`src/hdl/kef_pkg.sv`:
```
// shared constants and word types for the kruskal edge filter
package kef_pkg;

  localparam int NODE_W        = 10;
  localparam int NC_W          = 11;
  localparam int CNT_W         = NC_W;
  localparam int RANK_W        = 4;
  localparam int EPOCH_W       = 8;
  localparam int MAX_NODES_DEF = 1024;

  localparam logic [RANK_W-1:0]  RANK_MAX       = 4'd15;
  localparam logic [EPOCH_W-1:0] EPOCH_LAST     = 8'hFF;
  localparam logic [EPOCH_W-1:0] EPOCH_FIRST    = 8'h01;
  localparam logic [NC_W-1:0]    NODE_COUNT_RST = 11'd1024;

  typedef struct packed {
    logic              new_graph;
    logic [NODE_W-1:0] end_u;
    logic [NODE_W-1:0] end_v;
  } kef_item_t;

  typedef struct packed {
    logic              accepted;
    logic [NODE_W-1:0] out_u;
    logic [NODE_W-1:0] out_v;
    logic [NODE_W-1:0] accepted_total;
    logic              tree_complete;
  } kef_res_t;

endpackage

```
`src/hdl/kef_ctrl.sv`:
```
// sequencer: root walks with path halving, union by rank, epoch tags and clearing pass
module kef_ctrl #(
  parameter int MAX_NODES = kef_pkg::MAX_NODES_DEF,
  localparam int AW = $clog2(MAX_NODES),
  localparam int WW = kef_pkg::EPOCH_W + kef_pkg::RANK_W + AW
) (
  input  logic                    clk,
  input  logic                    rst_n,
  input  logic                    in_valid,
  output logic                    in_ready,
  input  kef_pkg::kef_item_t      in_item,
  input  logic [kef_pkg::NC_W-1:0] node_lim,
  output logic                    res_valid,
  input  logic                    res_taken,
  output kef_pkg::kef_res_t       res,
  output logic                    mem_we,
  output logic [AW-1:0]           mem_waddr,
  output logic [WW-1:0]           mem_wdata,
  output logic [AW-1:0]           mem_raddr,
  input  logic [WW-1:0]           mem_rdata
);
  import kef_pkg::*;

  localparam logic [3:0] S_IDLE  = 4'd0;
  localparam logic [3:0] S_CLEAR = 4'd1;
  localparam logic [3:0] S_START = 4'd2;
  localparam logic [3:0] S_CHECK = 4'd3;
  localparam logic [3:0] S_FX    = 4'd4;
  localparam logic [3:0] S_FP    = 4'd5;
  localparam logic [3:0] S_JOIN1 = 4'd6;
  localparam logic [3:0] S_JOIN2 = 4'd7;
  localparam logic [3:0] S_DONE  = 4'd8;

  localparam logic [AW-1:0] LAST_IDX = AW'(MAX_NODES - 1);

  logic [3:0]         state_r, state_nxt;
  kef_item_t          item_r, item_nxt;
  logic               pend_r, pend_nxt;
  logic [AW-1:0]      clr_idx_r, clr_idx_nxt;
  logic [AW-1:0]      x_r, x_nxt;
  logic [AW-1:0]      p_r, p_nxt;
  logic [AW-1:0]      ru_r, ru_nxt;
  logic [AW-1:0]      rv_r, rv_nxt;
  logic [RANK_W-1:0]  xrank_r, xrank_nxt;
  logic [RANK_W-1:0]  rku_r, rku_nxt;
  logic [RANK_W-1:0]  rkv_r, rkv_nxt;
  logic               which_r, which_nxt;
  logic [EPOCH_W-1:0] epoch_r, epoch_nxt;
  logic [CNT_W-1:0]   count_r, count_nxt;
  logic               ok_r, ok_nxt;

  logic [EPOCH_W-1:0] rd_tag;
  logic [RANK_W-1:0]  rd_rank_raw, rd_rank;
  logic [AW-1:0]      rd_par_raw, rd_par, rd_addr;
  logic               rd_live;
  logic [NC_W-1:0]    lim_m1;
  logic               go;
  logic [AW-1:0]      u_idx, v_idx;

  assign {rd_tag, rd_rank_raw, rd_par_raw} = mem_rdata;
  assign rd_addr = (state_r == S_FP) ? p_r : x_r;
  // an entry from an older epoch reads as a singleton
  assign rd_live = (rd_tag == epoch_r);
  assign rd_par  = rd_live ? rd_par_raw : rd_addr;
  assign rd_rank = rd_live ? rd_rank_raw : '0;

  assign u_idx  = AW'(item_r.end_u);
  assign v_idx  = AW'(item_r.end_v);
  assign lim_m1 = node_lim - 1'b1;
  assign go     = (count_r < lim_m1) && ({1'b0, item_r.end_u} < node_lim)
                  && ({1'b0, item_r.end_v} < node_lim);

  assign in_ready  = (state_r == S_IDLE);
  assign res_valid = (state_r == S_DONE);

  always_comb begin
    res.accepted       = ok_r;
    res.out_u          = item_r.end_u;
    res.out_v          = item_r.end_v;
    res.accepted_total = count_r[NODE_W-1:0];
    res.tree_complete  = (count_r >= lim_m1);
  end

  always_comb begin
    state_nxt   = state_r;
    item_nxt    = item_r;
    pend_nxt    = pend_r;
    clr_idx_nxt = clr_idx_r;
    x_nxt       = x_r;
    p_nxt       = p_r;
    ru_nxt      = ru_r;
    rv_nxt      = rv_r;
    xrank_nxt   = xrank_r;
    rku_nxt     = rku_r;
    rkv_nxt     = rkv_r;
    which_nxt   = which_r;
    epoch_nxt   = epoch_r;
    count_nxt   = count_r;
    ok_nxt      = ok_r;
    mem_we      = 1'b0;
    mem_waddr   = x_r;
    mem_wdata   = '0;
    mem_raddr   = x_r;
    case (state_r)
      S_IDLE: begin
        if (in_valid) begin
          item_nxt  = in_item;
          state_nxt = S_START;
        end
      end
      S_CLEAR: begin
        mem_we    = 1'b1;
        mem_waddr = clr_idx_r;
        mem_wdata = '0;
        if (clr_idx_r == LAST_IDX) begin
          clr_idx_nxt = '0;
          epoch_nxt   = EPOCH_FIRST;
          pend_nxt    = 1'b0;
          state_nxt   = pend_r ? S_CHECK : S_IDLE;
        end else begin
          clr_idx_nxt = clr_idx_r + 1'b1;
        end
      end
      S_START: begin
        state_nxt = S_CHECK;
        if (item_r.new_graph) begin
          count_nxt = '0;
          if (epoch_r == EPOCH_LAST) begin
            // tags about to wrap: sweep the store first
            pend_nxt  = 1'b1;
            state_nxt = S_CLEAR;
          end else begin
            epoch_nxt = epoch_r + 1'b1;
          end
        end
      end
      S_CHECK: begin
        if (go) begin
          x_nxt     = u_idx;
          mem_raddr = u_idx;
          which_nxt = 1'b0;
          state_nxt = S_FX;
        end else begin
          ok_nxt    = 1'b0;
          state_nxt = S_DONE;
        end
      end
      S_FX: begin
        if (rd_par == x_r) begin
          if (!which_r) begin
            ru_nxt    = x_r;
            rku_nxt   = rd_rank;
            which_nxt = 1'b1;
            x_nxt     = v_idx;
            mem_raddr = v_idx;
          end else begin
            rv_nxt    = x_r;
            rkv_nxt   = rd_rank;
            state_nxt = S_JOIN1;
          end
        end else begin
          p_nxt     = rd_par;
          xrank_nxt = rd_rank;
          mem_raddr = rd_par;
          state_nxt = S_FP;
        end
      end
      S_FP: begin
        // path halving: x skips to its grandparent
        mem_we    = 1'b1;
        mem_waddr = x_r;
        mem_wdata = {epoch_r, xrank_r, rd_par};
        x_nxt     = rd_par;
        mem_raddr = rd_par;
        state_nxt = S_FX;
      end
      S_JOIN1: begin
        if (ru_r == rv_r) begin
          ok_nxt    = 1'b0;
          state_nxt = S_DONE;
        end else begin
          ok_nxt    = 1'b1;
          count_nxt = count_r + 1'b1;
          mem_we    = 1'b1;
          if (rku_r < rkv_r) begin
            mem_waddr = ru_r;
            mem_wdata = {epoch_r, rku_r, rv_r};
            state_nxt = S_DONE;
          end else begin
            mem_waddr = rv_r;
            mem_wdata = {epoch_r, rkv_r, ru_r};
            state_nxt = (rku_r == rkv_r) ? S_JOIN2 : S_DONE;
          end
        end
      end
      S_JOIN2: begin
        mem_we    = 1'b1;
        mem_waddr = ru_r;
        mem_wdata = {epoch_r, (rku_r == RANK_MAX) ? rku_r : rku_r + 1'b1, ru_r};
        state_nxt = S_DONE;
      end
      S_DONE: begin
        if (res_taken) begin
          state_nxt = S_IDLE;
        end
      end
      default: begin
        state_nxt = S_IDLE;
      end
    endcase
  end

  always_ff @(posedge clk) begin
    if (!rst_n) begin
      state_r   <= S_CLEAR;
      pend_r    <= 1'b0;
      clr_idx_r <= '0;
      epoch_r   <= EPOCH_FIRST;
      count_r   <= '0;
      which_r   <= 1'b0;
      ok_r      <= 1'b0;
    end else begin
      state_r   <= state_nxt;
      pend_r    <= pend_nxt;
      clr_idx_r <= clr_idx_nxt;
      epoch_r   <= epoch_nxt;
      count_r   <= count_nxt;
      which_r   <= which_nxt;
      ok_r      <= ok_nxt;
    end
  end

  always_ff @(posedge clk) begin
    item_r  <= item_nxt;
    x_r     <= x_nxt;
    p_r     <= p_nxt;
    ru_r    <= ru_nxt;
    rv_r    <= rv_nxt;
    xrank_r <= xrank_nxt;
    rku_r   <= rku_nxt;
    rkv_r   <= rkv_nxt;
  end
endmodule

```
`config.mk`:
```
export PLATFORM = sky130hd
export DESIGN_NAME = kef_ctrl
export DESIGN_NICKNAME = d
export VERILOG_FILES = /design/src/hdl/kef_pkg.sv /design/src/hdl/kef_ctrl.sv
export SDC_FILE = /design/constraint.sdc
export NUM_CORES = 1
export LEC_CHECK = 0
export BUFFER_PORTS_ARGS = -buffer_cell sky130_fd_sc_hd__buf_2
export CORE_MARGIN = 2
export CORE_UTILIZATION = 51
export DETAILED_ROUTE_END_ITERATION = 10
export PLACE_DENSITY = 0.8
export SYNTH_ARGS = -nofsm -noshare
export SYNTH_HDL_FRONTEND = slang
export SYNTH_SLANG_ARGS = --single-unit
```
`constraint.sdc`:
```
create_clock -name clk -period 3.1 [get_ports clk]
set_input_delay 0.465 -clock clk [delete_from_list [all_inputs] [get_ports clk]]
set_output_delay 0.465 -clock clk [all_outputs]
set_load 0.01 [all_outputs]
```
==> metrics.md, run 1 <==
| Metric | Value |
|---|---|
| Status | complete, but fails checks |
| Violated checks | negative setup slack |
| Core ar. | ~14000 um2 |
| Number of max-cap violations | 0 |
| VDD IR max | 0.0003566 V |
| CTS Hold Buffers Added | 0 |
| PnR worst setup slack | -387.6 ps |
| Leak Pwr | roughly 3.8 nW |
| Initial Utilization | 51.57% |
| Max Fclk | 0.2867 GHz |
| Met1 Use GR | 35.88% |
| RSZ-0062 raised after global routing | true |
| Cell Area, Synth | 7076 um2 |
| DR iter-0 viols | 741 |
| I/O pin cnt | 135 |
| Die width | 121.8 um |
| Synth Area per Inst | 9.693 um2 |
| FF+latch count, synth | 109 |
| DR vias/cell | 5.912 |
| CTS root buf | clkbuf_16 |
| Internal power | between 2 and 2.5 mW |
| R2r setup slk | about 310 ps |
| Synth warn | 0 |
| Area Overhead vs Synth | 24.49% |
| Drt drc | 0 |
| Worst r2r dst | x_r[0] |
| Reg clk slew, reported paths | 70 ps |
| DR vias | 6426 |
| DRT Wirelength | 20.38 mm |
| TritonRoute pass-1 iters | 6 |
| Post-route ant nets | 0 |
| Crit path required time | 2630 ps |
| Drt wl/cell | 18.75 um |
| Sw power | 689.0 uW |
| Pin count of the biggest net entering global routing | 22 |
| Final worst path period share | 112.5% |
| Clock network fraction of design power | 39.3% |
| IO Port Bufs | 134 |
| Met2 layer usage reported by global route | 45.78% |
| Reg2reg path depth | 9 |
| Reg-to-reg startpoint | u_idx[4] |
| Most frequent cells in the layout | buf_2 (130), nand2_1 (85), buf_4 (74) |
| Initial antenna violation count | 0 |
| Hold depth | 1 |
| Switching part of the total power | between 20% and 30% |
| Worst hold path endpoint | u_idx[8] |
| CTS tree | built |
| Mapped Cells | between 700 and 800 |
| Max Slew Vio Count | 0 |
| Vias in the first global route | 6021 |
| Die height | 121.8 um |
| Fin. Hold Viols | 0 |
| Post-synth EDFFs | 73 |
| Post-DP HPWL | about 15 mm |
| Clk_lat worst skew | 360 ps |
| Sink Count | 109 |
| Syn Nets | 826 |
| Layout Cells excl Fill | 1087 |
| Worst Path Arrival | 3020 ps |
| Clock Skew | around 6.3 ps |
| Total CTS buffers | 9 |
| CP endpoint kind | output port |
| Gr usage total | 27.20% |
| Busiest grt layer | met2 |
| Tmin final | 3488 ps |
| Final setup viols | 10 |
| Post-synth ARST share | 0% |
| FP Rows | 43 |
| Worst hold path type | in2reg |
| Global placement routability congestion | 0.9677 |
| Worst setup path class | in2out |
| Most common cell after layout, fill and taps aside | buf_2 |
| First-pass GRT wire length | a little over 30 mm |
| Yosys cell types | 66 |
| N_diodes | 0 |
| Area of the die | 14830 um2 |
| Main synth FF type | edfxtp_1 |
| H-tree levels | 3 |
| Dpl cells | approximately 1100 |
| Sequential-to-total area share from yosys stat | about two fifths |
| Count of nets after finishing | 998 |
| Comb power frac | 7.5% |
| Hold Startpoint | in_item[18] |
| Setup crit start kind | input pin |
| Max FO, Critical Path | 7 |
| P per Cell Area | 329.9 nW/um2 |
| Power Total | 2.906 mW |
| Clock Path Buffers | 2 |
| Setup WS pre-CTS | -431.1 ps |
| Seq pwr share | 53.2% |
| Share of cells above drive strength 1 | 32.75% |
| Grt ovf | 0 |
| GR Util met3 | 3.886% |
| Slew @ Worst Pin | 961.8 ps |
| Slew HR | 35.88% |
[timing repair]
action | 4_1_cts | 5_1_grt
resized for setup | 23 | 28
cloned | 1 | 2
setup buffers | 2 | 8
pin swaps | 9 | 14
endpoints found under the setup margin | 18 | 47
[power groups by stage]
stage / logic, mW / clock network (mW) / registers (mW)
after floorplan: 0.0986 / 0 / 1.58
after global placement: 0.192 / 0 / 1.58
after detailed placement: 0.197 / 0 / 1.58
after CTS: 0.208 / 1.15 / 1.55
after global routing: 0.234 / 1.21 / 1.55
final: 0.217 / 1.14 / 1.55
[how the worst max path moves through the flow]
stage / from / end / slack (ps) / cells after the start
final: node_lim[0] / mem_raddr[1] / -390 / 16
after global routing: node_lim[3] / mem_raddr[1] / -480 / 15
after CTS: node_lim[0] / mem_raddr[1] / -250 / 16
after detailed placement: node_lim[3] / mem_raddr[1] / -430 / 15
after global placement: node_lim[3] / mem_raddr[6] / -280 / 15
after floorplan: node_lim[1] / mem_raddr[1] / 3 / 14
[area by class of cell]
cell class	count	area [um2]
fill	1125	4911
sequential	109	2913
clock buffer	10	229.0
clock inverter	6	62.56
timing repair buffer	213	1316
tap	180	225.2
multi-input combinational	537	3943
inverter	32	120.1
[metrics by stage]
| step | hold slack, ps | TNS [ps] | instance area, um2 | util [%] |
|---|---|---|---|---|
| 2_1_floorplan | 437.1 | 0 | 7137 | - |
| 3_3_place_gp | 457.6 | -3807 | 8215 | 59.88 |
| 3_5_place_dp | 469.7 | -5812 | 8215 | 59.88 |
| 4_1_cts | 266.9 | -2108 | 8625 | 62.86 |
| 5_1_grt | 265.0 | -4389 | 8808 | 64.20 |
| 6_report | 274.2 | -3076 | 8808 | 64.20 |
[flip-flops by register name, summed over array words and instances (netlist names), 8 cells and up]
signal,count
v_idx,10
ru_r,10
x_r,10
rv_r,10
p_r,10
epoch_r,8
u_idx,10
count_r,11
clr_idx_r,10
[metal layers]
layer	wire [um]	vias to the layer above	share of wire, %
met5	0	-	0
met4	483	0	2.4
met3	1750	42	8.6
met2	9798	353	48
met1	8346	3041	41
li1	-	2990	-
[worst max-delay path: stages]
cell and delay, ps:
buf_2 110, inv_2 70, ha_4 140, nand2_2 100, nor3_4 210, xnor2_1 160, ha_1 310, nand2_1 100
nor2_2 50, a211oi_2 230, o2111ai_2 200, nor3_4 200, buf_6 170, nor2_1 70, a221o_1 280, buf_2 150
[cells by family (layout without fill, tap and decap cells)]
| kind of cell | count (synthesis) | in the layout | share of synthesized area (%) |
|---|---|---|---|
| AND/OR/NAND/NOR | 278 | 279 | 19.89 |
| AO/OA/AOI/OAI | 133 | 134 | 14.16 |
| adder cells (fa/ha/maj) | 38 | 38 | 6.720 |
| buffers and inverters | 86 | 261 | 6.543 |
| XOR/XNOR | 57 | 57 | 7.268 |
| flip-flops | 109 | 109 | 41.17 |
| multiplexers | 29 | 29 | 4.244 |
[synthesized netlist by cell type, types with 7 or more instances]
library cell,instances,area [um2]
nand2_1,87,326.6
edfxtp_1,73,2192
nor2_1,71,266.5
ha_1,38,475.5
dfxtp_1,36,720.7
buf_4,34,255.2
xor2_1,32,280.3
inv_1,31,116.4
a21oi_1,29,145.1
xnor2_1,23,201.4
o21ai_0,22,110.1
mux2i_1,21,210.2
nand3_1,18,90.09
nand4_1,16,100.1
nor3_1,16,80.08
a221o_1,15,150.1
and2_1,14,87.58
a222oi_1,10,100.1
buf_2,10,50.05
and3_1,9,56.30
nand2b_1,9,56.30
clkbuf_1,8,30.03
mux2_2,8,90.09
o211ai_1,7,52.55
or3_1,7,43.79
Power figures use the tool's default switching activity.
==> run 2: changes to the inputs <==
Settings changed: CAP_MARGIN from default to 20, CTS_CLUSTER_DIAMETER from default to 80.
Clock period 3.1 ns to 2.8 ns, I/O delays scaled along.
==> metrics.md, run 2 (same netlist as run 1, synthesis figures left out) <==
| Metric | Value |
|---|---|
| Crit path required time | 2380 ps (-250 ps) |
| Clock Skew | 7.566 ps (+1.231 ps) |
| Max Slew Vio Count | 0 (unchanged) |
| IO Port Bufs | 134 (unchanged) |
| I/O pin cnt | 135 (unchanged) |
| Area of the die | 14830 um2 (unchanged) |
| DR vias/cell | 5.835 (-1.3%) |
| Switching part of the total power | 22.57% (-1.1 points) |
| Worst r2r dst | x_r[1] |
| Count of nets after finishing | 1035 (+3.7%) |
| Final setup viols | 32 (+22) |
| Seq pwr share | 52.4% (-0.8 points) |
| Die height | 121.8 um (unchanged) |
| Initial antenna violation count | 0 (unchanged) |
| Most frequent cells in the layout | buf_2 (127), buf_4 (104), nand2_1 (81) |
| Leak Pwr | 4.014 nW (+5.5%) |
| DRT Wirelength | 20.73 mm (+1.7%) |
| Tmin final | 3300 ps |
| VDD IR max | 0.0002440 V (-32%) |
| Reg-to-reg startpoint | u_idx[4] |
| Hold Startpoint | in_item[12] |
| CTS root buf | clkbuf_16 |
| Total CTS buffers | 9 (unchanged) |
| Worst hold path type | in2reg |
| R2r setup slk | 100 ps (-210 ps) |
| Global placement routability congestion | 0.9578 (-1.0%) |
| Clock network fraction of design power | 39.9% (+0.6 points) |
| Clk_lat worst skew | 360 ps (about the same) |
| Status | complete, but fails checks |
| Reg with most FFs | count_r |
| First-pass GRT wire length | 31.55 mm (+1.4%) |
| Pin count of the biggest net entering global routing | 22 (unchanged) |
| TritonRoute pass-1 iters | 8 (+2) |
| Grt ovf | 0 (unchanged) |
| Hold slack | 231.8 ps (-42.41 ps) |
| Drt drc | 0 (unchanged) |
| Sw power | 736.9 uW (+7.0%) |
| Reg2reg path depth | 9 (unchanged) |
| Die width | 121.8 um (unchanged) |
| Reg clk slew, reported paths | 70 ps (about the same) |
| Vias in the first global route | 6202 (+3.0%) |
| Initial Utilization | 51.57% (unchanged) |
| Comb power frac | 7.7% (+0.2 points) |
| CTS tree | built |
| CP endpoint kind | output port |
| FP Rows | 43 (unchanged) |
| RSZ-0062 raised after global routing | true |
| Sink Count | 109 (unchanged) |
| Post-route ant nets | 0 (unchanged) |
| Max FO, Critical Path | 6 (-1) |
| Area Overhead vs Synth | 30.47% |
| Hold depth | 1 (unchanged) |
| H-tree levels | 3 (unchanged) |
| Clock Path Buffers | 2 (unchanged) |
| Internal power | 2.529 mW (+14%) |
| DR vias | 6558 (+2.1%) |
| Post-DP HPWL | 15.19 mm (+1.7%) |
| Slew HR | 35.40% (-0.48 points) |
| Final worst path period share | 117.8% |
| P per Cell Area | 353.7 nW/um2 (+7.2%) |
| Fin. Hold Viols | 0 (unchanged) |
| Worst Path Arrival | 2880 ps (-140 ps) |
| Worst setup path class | in2out |
| Setup WS pre-CTS | -577.6 ps (-146.5 ps) |
| DR iter-0 viols | 816 (+10%) |
| N_diodes | 0 (unchanged) |
| Violated checks | negative setup slack |
| Worst hold path endpoint | u_idx[2] |
| Filler cell count | 1051 (-6.6%) |
| Core ar. | 13720 um2 (unchanged) |
| Drt wl/cell | 18.44 um (-1.6%) |
| Slew @ Worst Pin | 969.0 ps (+7.161 ps) |
| Gr usage total | 27.46% (+0.25 points) |
| Setup crit start kind | input pin |
| Largest register FFs | 11 (unchanged) |
| Number of max-cap violations | 0 (unchanged) |
| Most common cell after layout, fill and taps aside | buf_2 |
| PnR worst setup slack | -499.6 ps (-112.0 ps) |
| Max Fclk | between 0.3 and 0.4 GHz |
| Share of cells above drive strength 1 | 36.55% (+3.8 points) |
## run 2: changes by cell type in the layout (fill, tap and decap cells not counted), sizes merged
| cell | previous run | this run |
|---|---|---|
| clkinv | 3 | 6 |
| buf | 213 | 249 |
| inv | 35 | 32 |
| o21ai | 25 | 26 |
| clkbuf | 10 | 9 |
| bufinv | 0 | 1 |
## run 2: worst max-delay path, cell delays in order
cell,delay [ps]
buf_2,130
inv_4,40
ha_4,150
buf_4,130
xnor2_1,130
ha_1,300
nand3_1,70
a21boi_0,160
o22ai_1,140
o2111ai_2,270
nor3_4,70
buf_6,130
buf_6,120
buf_4,140
a221o_1,330
buf_2,140
## run 2: worst max path at each step
stage          cells past startpoint   startpoint  slack (ps)      endpoint
2_1_floorplan                     12  node_lim[3]        -220        x_r[0]
3_3_place_gp                      14  node_lim[3]        -530        x_r[1]
3_5_place_dp                      14  node_lim[3]        -580        x_r[0]
4_1_cts                           16  node_lim[0]        -410  mem_raddr[0]
5_1_grt                           16  node_lim[3]        -630  mem_raddr[2]
6_report                          16  node_lim[1]        -500  mem_raddr[6]
## run 2: final cells by class
| type | instances | area (um2) | area share [%] |
|---|---|---|---|
| repair buffers | 249 | 1653 | 17.90 |
| well taps | 180 | 225.2 | 2.440 |
| inverters | 32 | 125.1 | 1.355 |
| clock buffers | 9 | 225.2 | 2.440 |
| flip-flops and latches | 109 | 2913 | 31.55 |
| clock inverters | 7 | 73.82 | 0.7997 |
| multi-input cells | 538 | 4016 | 43.51 |
## run 2: metrics by stage
| stage | cell area, um2 | std cells | utilization [%] | setup TNS, ps | power, mW |
|---|---|---|---|---|---|
| after detailed placement | 8382 | 1078 | 61.09 | -9884 | 1.972 |
| after global routing | 9231 | 1124 | 67.29 | -13130 | 3.345 |
| after floorplan | 7161 | 730 | - | -2028 | 1.855 |
| after CTS | 8915 | 1107 | 64.98 | -4310 | 3.258 |
| final | 9231 | 1124 | 67.29 | -7978 | 3.265 |
| after global placement | 8382 | 1078 | 61.09 | -8869 | 1.967 |
## run 2: per-layer routing
layer	part of all wire (%)	global-route usage, %	vias to the layer above
met5	0	0	-
met4	3.6	12.50	0
met3	8.9	4.963	69
met2	48	44.45	357
met1	40	35.87	3059
li1	-	-	3073
## run 2: repair_timing
item,in CTS,in global routing
hold endpoints to repair,0,0
gates resized for setup,30,42
pin swaps,33,44
setup endpoints to repair,40,49
gates cloned,2,2
hold buffers,0,0
setup buffers,12,18
## run 2: power groups by stage
stage | Combinational, mW | Sequential [mW] | Clock [mW]
4_1_cts | 0.237 | 1.71 | 1.31
3_3_place_gp | 0.218 | 1.75 | 0
5_1_grt | 0.272 | 1.71 | 1.36
6_report | 0.250 | 1.71 | 1.30
3_5_place_dp | 0.223 | 1.75 | 0
2_1_floorplan | 0.110 | 1.75 | 0
==> run 3: changes to the inputs <==
Settings changed: BUFFER_PORTS_ARGS -buffer_cell sky130_fd_sc_hd__buf_2 to default, CORE_UTILIZATION 51 to 70, DONT_BUFFER_PORTS from default to 1, PLACE_DENSITY 0.8 to 0.89.
Clock period 2.8 ns to 4.19 ns, I/O delays scaled along.
==> metrics.md, run 3 (same netlist as run 1, synthesis figures left out) <==
| Metric | Value |
|---|---|
| Status | finished clean |
| Core ar. | 9774 um2 (-29%) |
| DR iter-0 viols | 668 (-18%) |
| Post-layout util | 74.13% (+6.8 points) |
| DR vias/cell | 6.887 (+18%) |
| Post-DP HPWL | 13.51 mm (-11%) |
| Clk_lat worst skew | 380 ps (+20 ps) |
| Filler cell count | 687 (-35%) |
| FP Rows | 36 (-16%) |
| Slowest cell on the critical path | ha_1 |
| Tmin final | 4017 ps |
| Setup WS pre-CTS | 194.8 ps (+772.5 ps) |
| Max Fclk | 0.2489 GHz |
| Cell Chain, Critical Path | inv_1 -> ha_4 -> nand2_1 -> nor4_4 -> xnor2_1 -> ha_1 -> a21oi_1 -> nor2_1 -> a211oi_2 -> o2111ai_2 -> nor3_2 -> buf_4 -> buf_2 -> a221oi_1 -> buf_4 |
| N_diodes | 0 (unchanged) |
| CTS Hold Buffers Added | 0 (unchanged) |
| Reg clk slew, reported paths | 110 ps (+40 ps) |
| Drt wl/cell | 22.15 um (+20%) |
| Clock Skew | 10.60 ps (+3.039 ps) |
| Most frequent cells in the layout | nand2_1 (87), edfxtp_1 (73), nor2_1 (71) |
| CTS root buf | clkbuf_8 |
| Area Overhead vs Synth | 2.405% |
| Design Area, Final | 7246 um2 (-22%) |
| Dpl cells | 822 (-24%) |
| Pin count of the biggest net entering global routing | 23 (+4.5%) |
| Area of the die | 10930 um2 (-26%) |
| Worst setup path class | in2out |
| Layout Cells excl Fill | 840 (-25%) |
| CTS tree | built |
| Slowest stage delay, CP | 290 ps (-40 ps) |
| Worst path bufs/invs | 4 (-3) |
| Setup crit start kind | input pin |
| Sink Count | 109 (unchanged) |
| Max FO, Critical Path | 11 (+5) |
| Placed inst area | 7002 um2 (-16%) |
| Slew @ Worst Pin | 969.1 ps (+0.08279 ps) |
| Gr usage total | 33.35% (+5.9 points) |
| Largest delay share family, worst path | buffers and inverters |
| Count of nets after finishing | 798 (-23%) |
| P per Cell Area | 258.7 nW/um2 (-27%) |
| DRT Wirelength | 18.61 mm (-10%) |
| Clock Path Buffers | 2 (unchanged) |
| First-pass GRT wire length | 28.84 mm (-8.6%) |
| Die height | 104.5 um (-14%) |
| VDD IR max | 0.0002033 V (-17%) |
| Max Slew Vio Count | 0 (unchanged) |
| Vias in the first global route | 5530 (-11%) |
| Post-route ant nets | 0 (unchanged) |
| TritonRoute pass-1 iters | 7 (-1) |
| Grt ovf | 0 (unchanged) |
| Crit path required time | 3560 ps (+1180 ps) |
| Largest register FFs | 11 (unchanged) |
| Final setup viols | 0 (-100%) |
| Worst hold path type | in2reg |
| Most common cell after layout, fill and taps aside | nand2_1 |
| Initial Utilization | 72.39% (+21 points) |
| Final worst path period share | 95.87% |
| CP endpoint kind | output port |
| Top cell by count, worst path | buf_4 |
| Leak Pwr | 2.758 nW (-31%) |
| Reg with most FFs | count_r |
| Die width | 104.5 um (-14%) |
| PnR worst setup slack | 173.0 ps (+672.6 ps) |
| Fin Setup TNS | 0 ps (+7978 ps) |
| Share of cells above drive strength 1 | 9.760% (-27 points) |
| Global placement routability congestion | 0.9433 (-1.5%) |
| H-tree levels | 3 (unchanged) |
| Fin. Hold Viols | 0 (unchanged) |
| I/O pin cnt | 135 (unchanged) |
| Slew HR | 35.39% (about the same) |
| Number of max-cap violations | 0 (unchanged) |
| Hold slack | 327.6 ps (+95.76 ps) |
| Power Total | 1.875 mW (-43%) |
| Worst Path Arrival | 3390 ps (+510 ps) |
| DR vias | 5785 (-12%) |
| Total CTS buffers | 9 (unchanged) |
| IO Port Bufs | 0 (-100%) |
| Drt drc | 0 (unchanged) |
| Initial antenna violation count | 0 (unchanged) |
## run 3: cell types whose count changed in the layout (fill, tap and decap cells not counted), moves of 8 or more
cell and change:
buf_2 -126, buf_4 -91, buf_6 -12, clkbuf_16 -9, clkbuf_8 +9, nor2_1 +8
## run 3: final timing paths
kind,to,depth (start not counted),from,slack (ps)
max,mem_raddr[2],15,node_lim[1],170
min,state_r[0],1,rst_n,330
max reg2reg,x_r[1],8,u_idx[4],1200
min reg2reg,clr_idx_r[9],2,clr_idx_r[9],520
## run 3: metal layers
metal / GRT usage, % / up-vias / routed length, um
met5: 0 / - / 0
met4: 14.09 / 0 / 701
met3: 9.420 / 71 / 2149
met2: 55.14 / 431 / 8925
met1: 40.97 / 2695 / 6832
li1: - / 2588 / -
## run 3: final cells by class
type / instances / area [um2] / area share [%]
Sequential cell: 109 / 2913 / 40.20
Multi-Input combinational cell: 535 / 3750 / 51.75
Clock inverter: 4 / 47.55 / 0.6562
Tap cell: 133 / 166.4 / 2.297
Inverter: 32 / 120.1 / 1.658
Timing Repair Buffer: 15 / 113.9 / 1.571
Clock buffer: 12 / 135.1 / 1.865
## run 3: worst reg2reg max path, stage by stage (launching register included)
cell	delay, ps
edfxtp_1	510
ha_1	350
a21o_1	200
a211o_1	290
a41oi_1	180
o22ai_1	150
nor2_2	330
mux2_2	400
a221o_1	350
## run 3: power by group
part | switching, mW | internal [mW]
clock | 0.358 | 0.277
sequential | 0.00467 | 1.14
combinational | 0.0550 | 0.0404
total | 0.417 | 1.46
## run 3: repair_timing
item / CTS / global route
setup buffers: 0 / 1
setup endpoints to repair: 0 / 10
gates resized for setup: 0 / 8
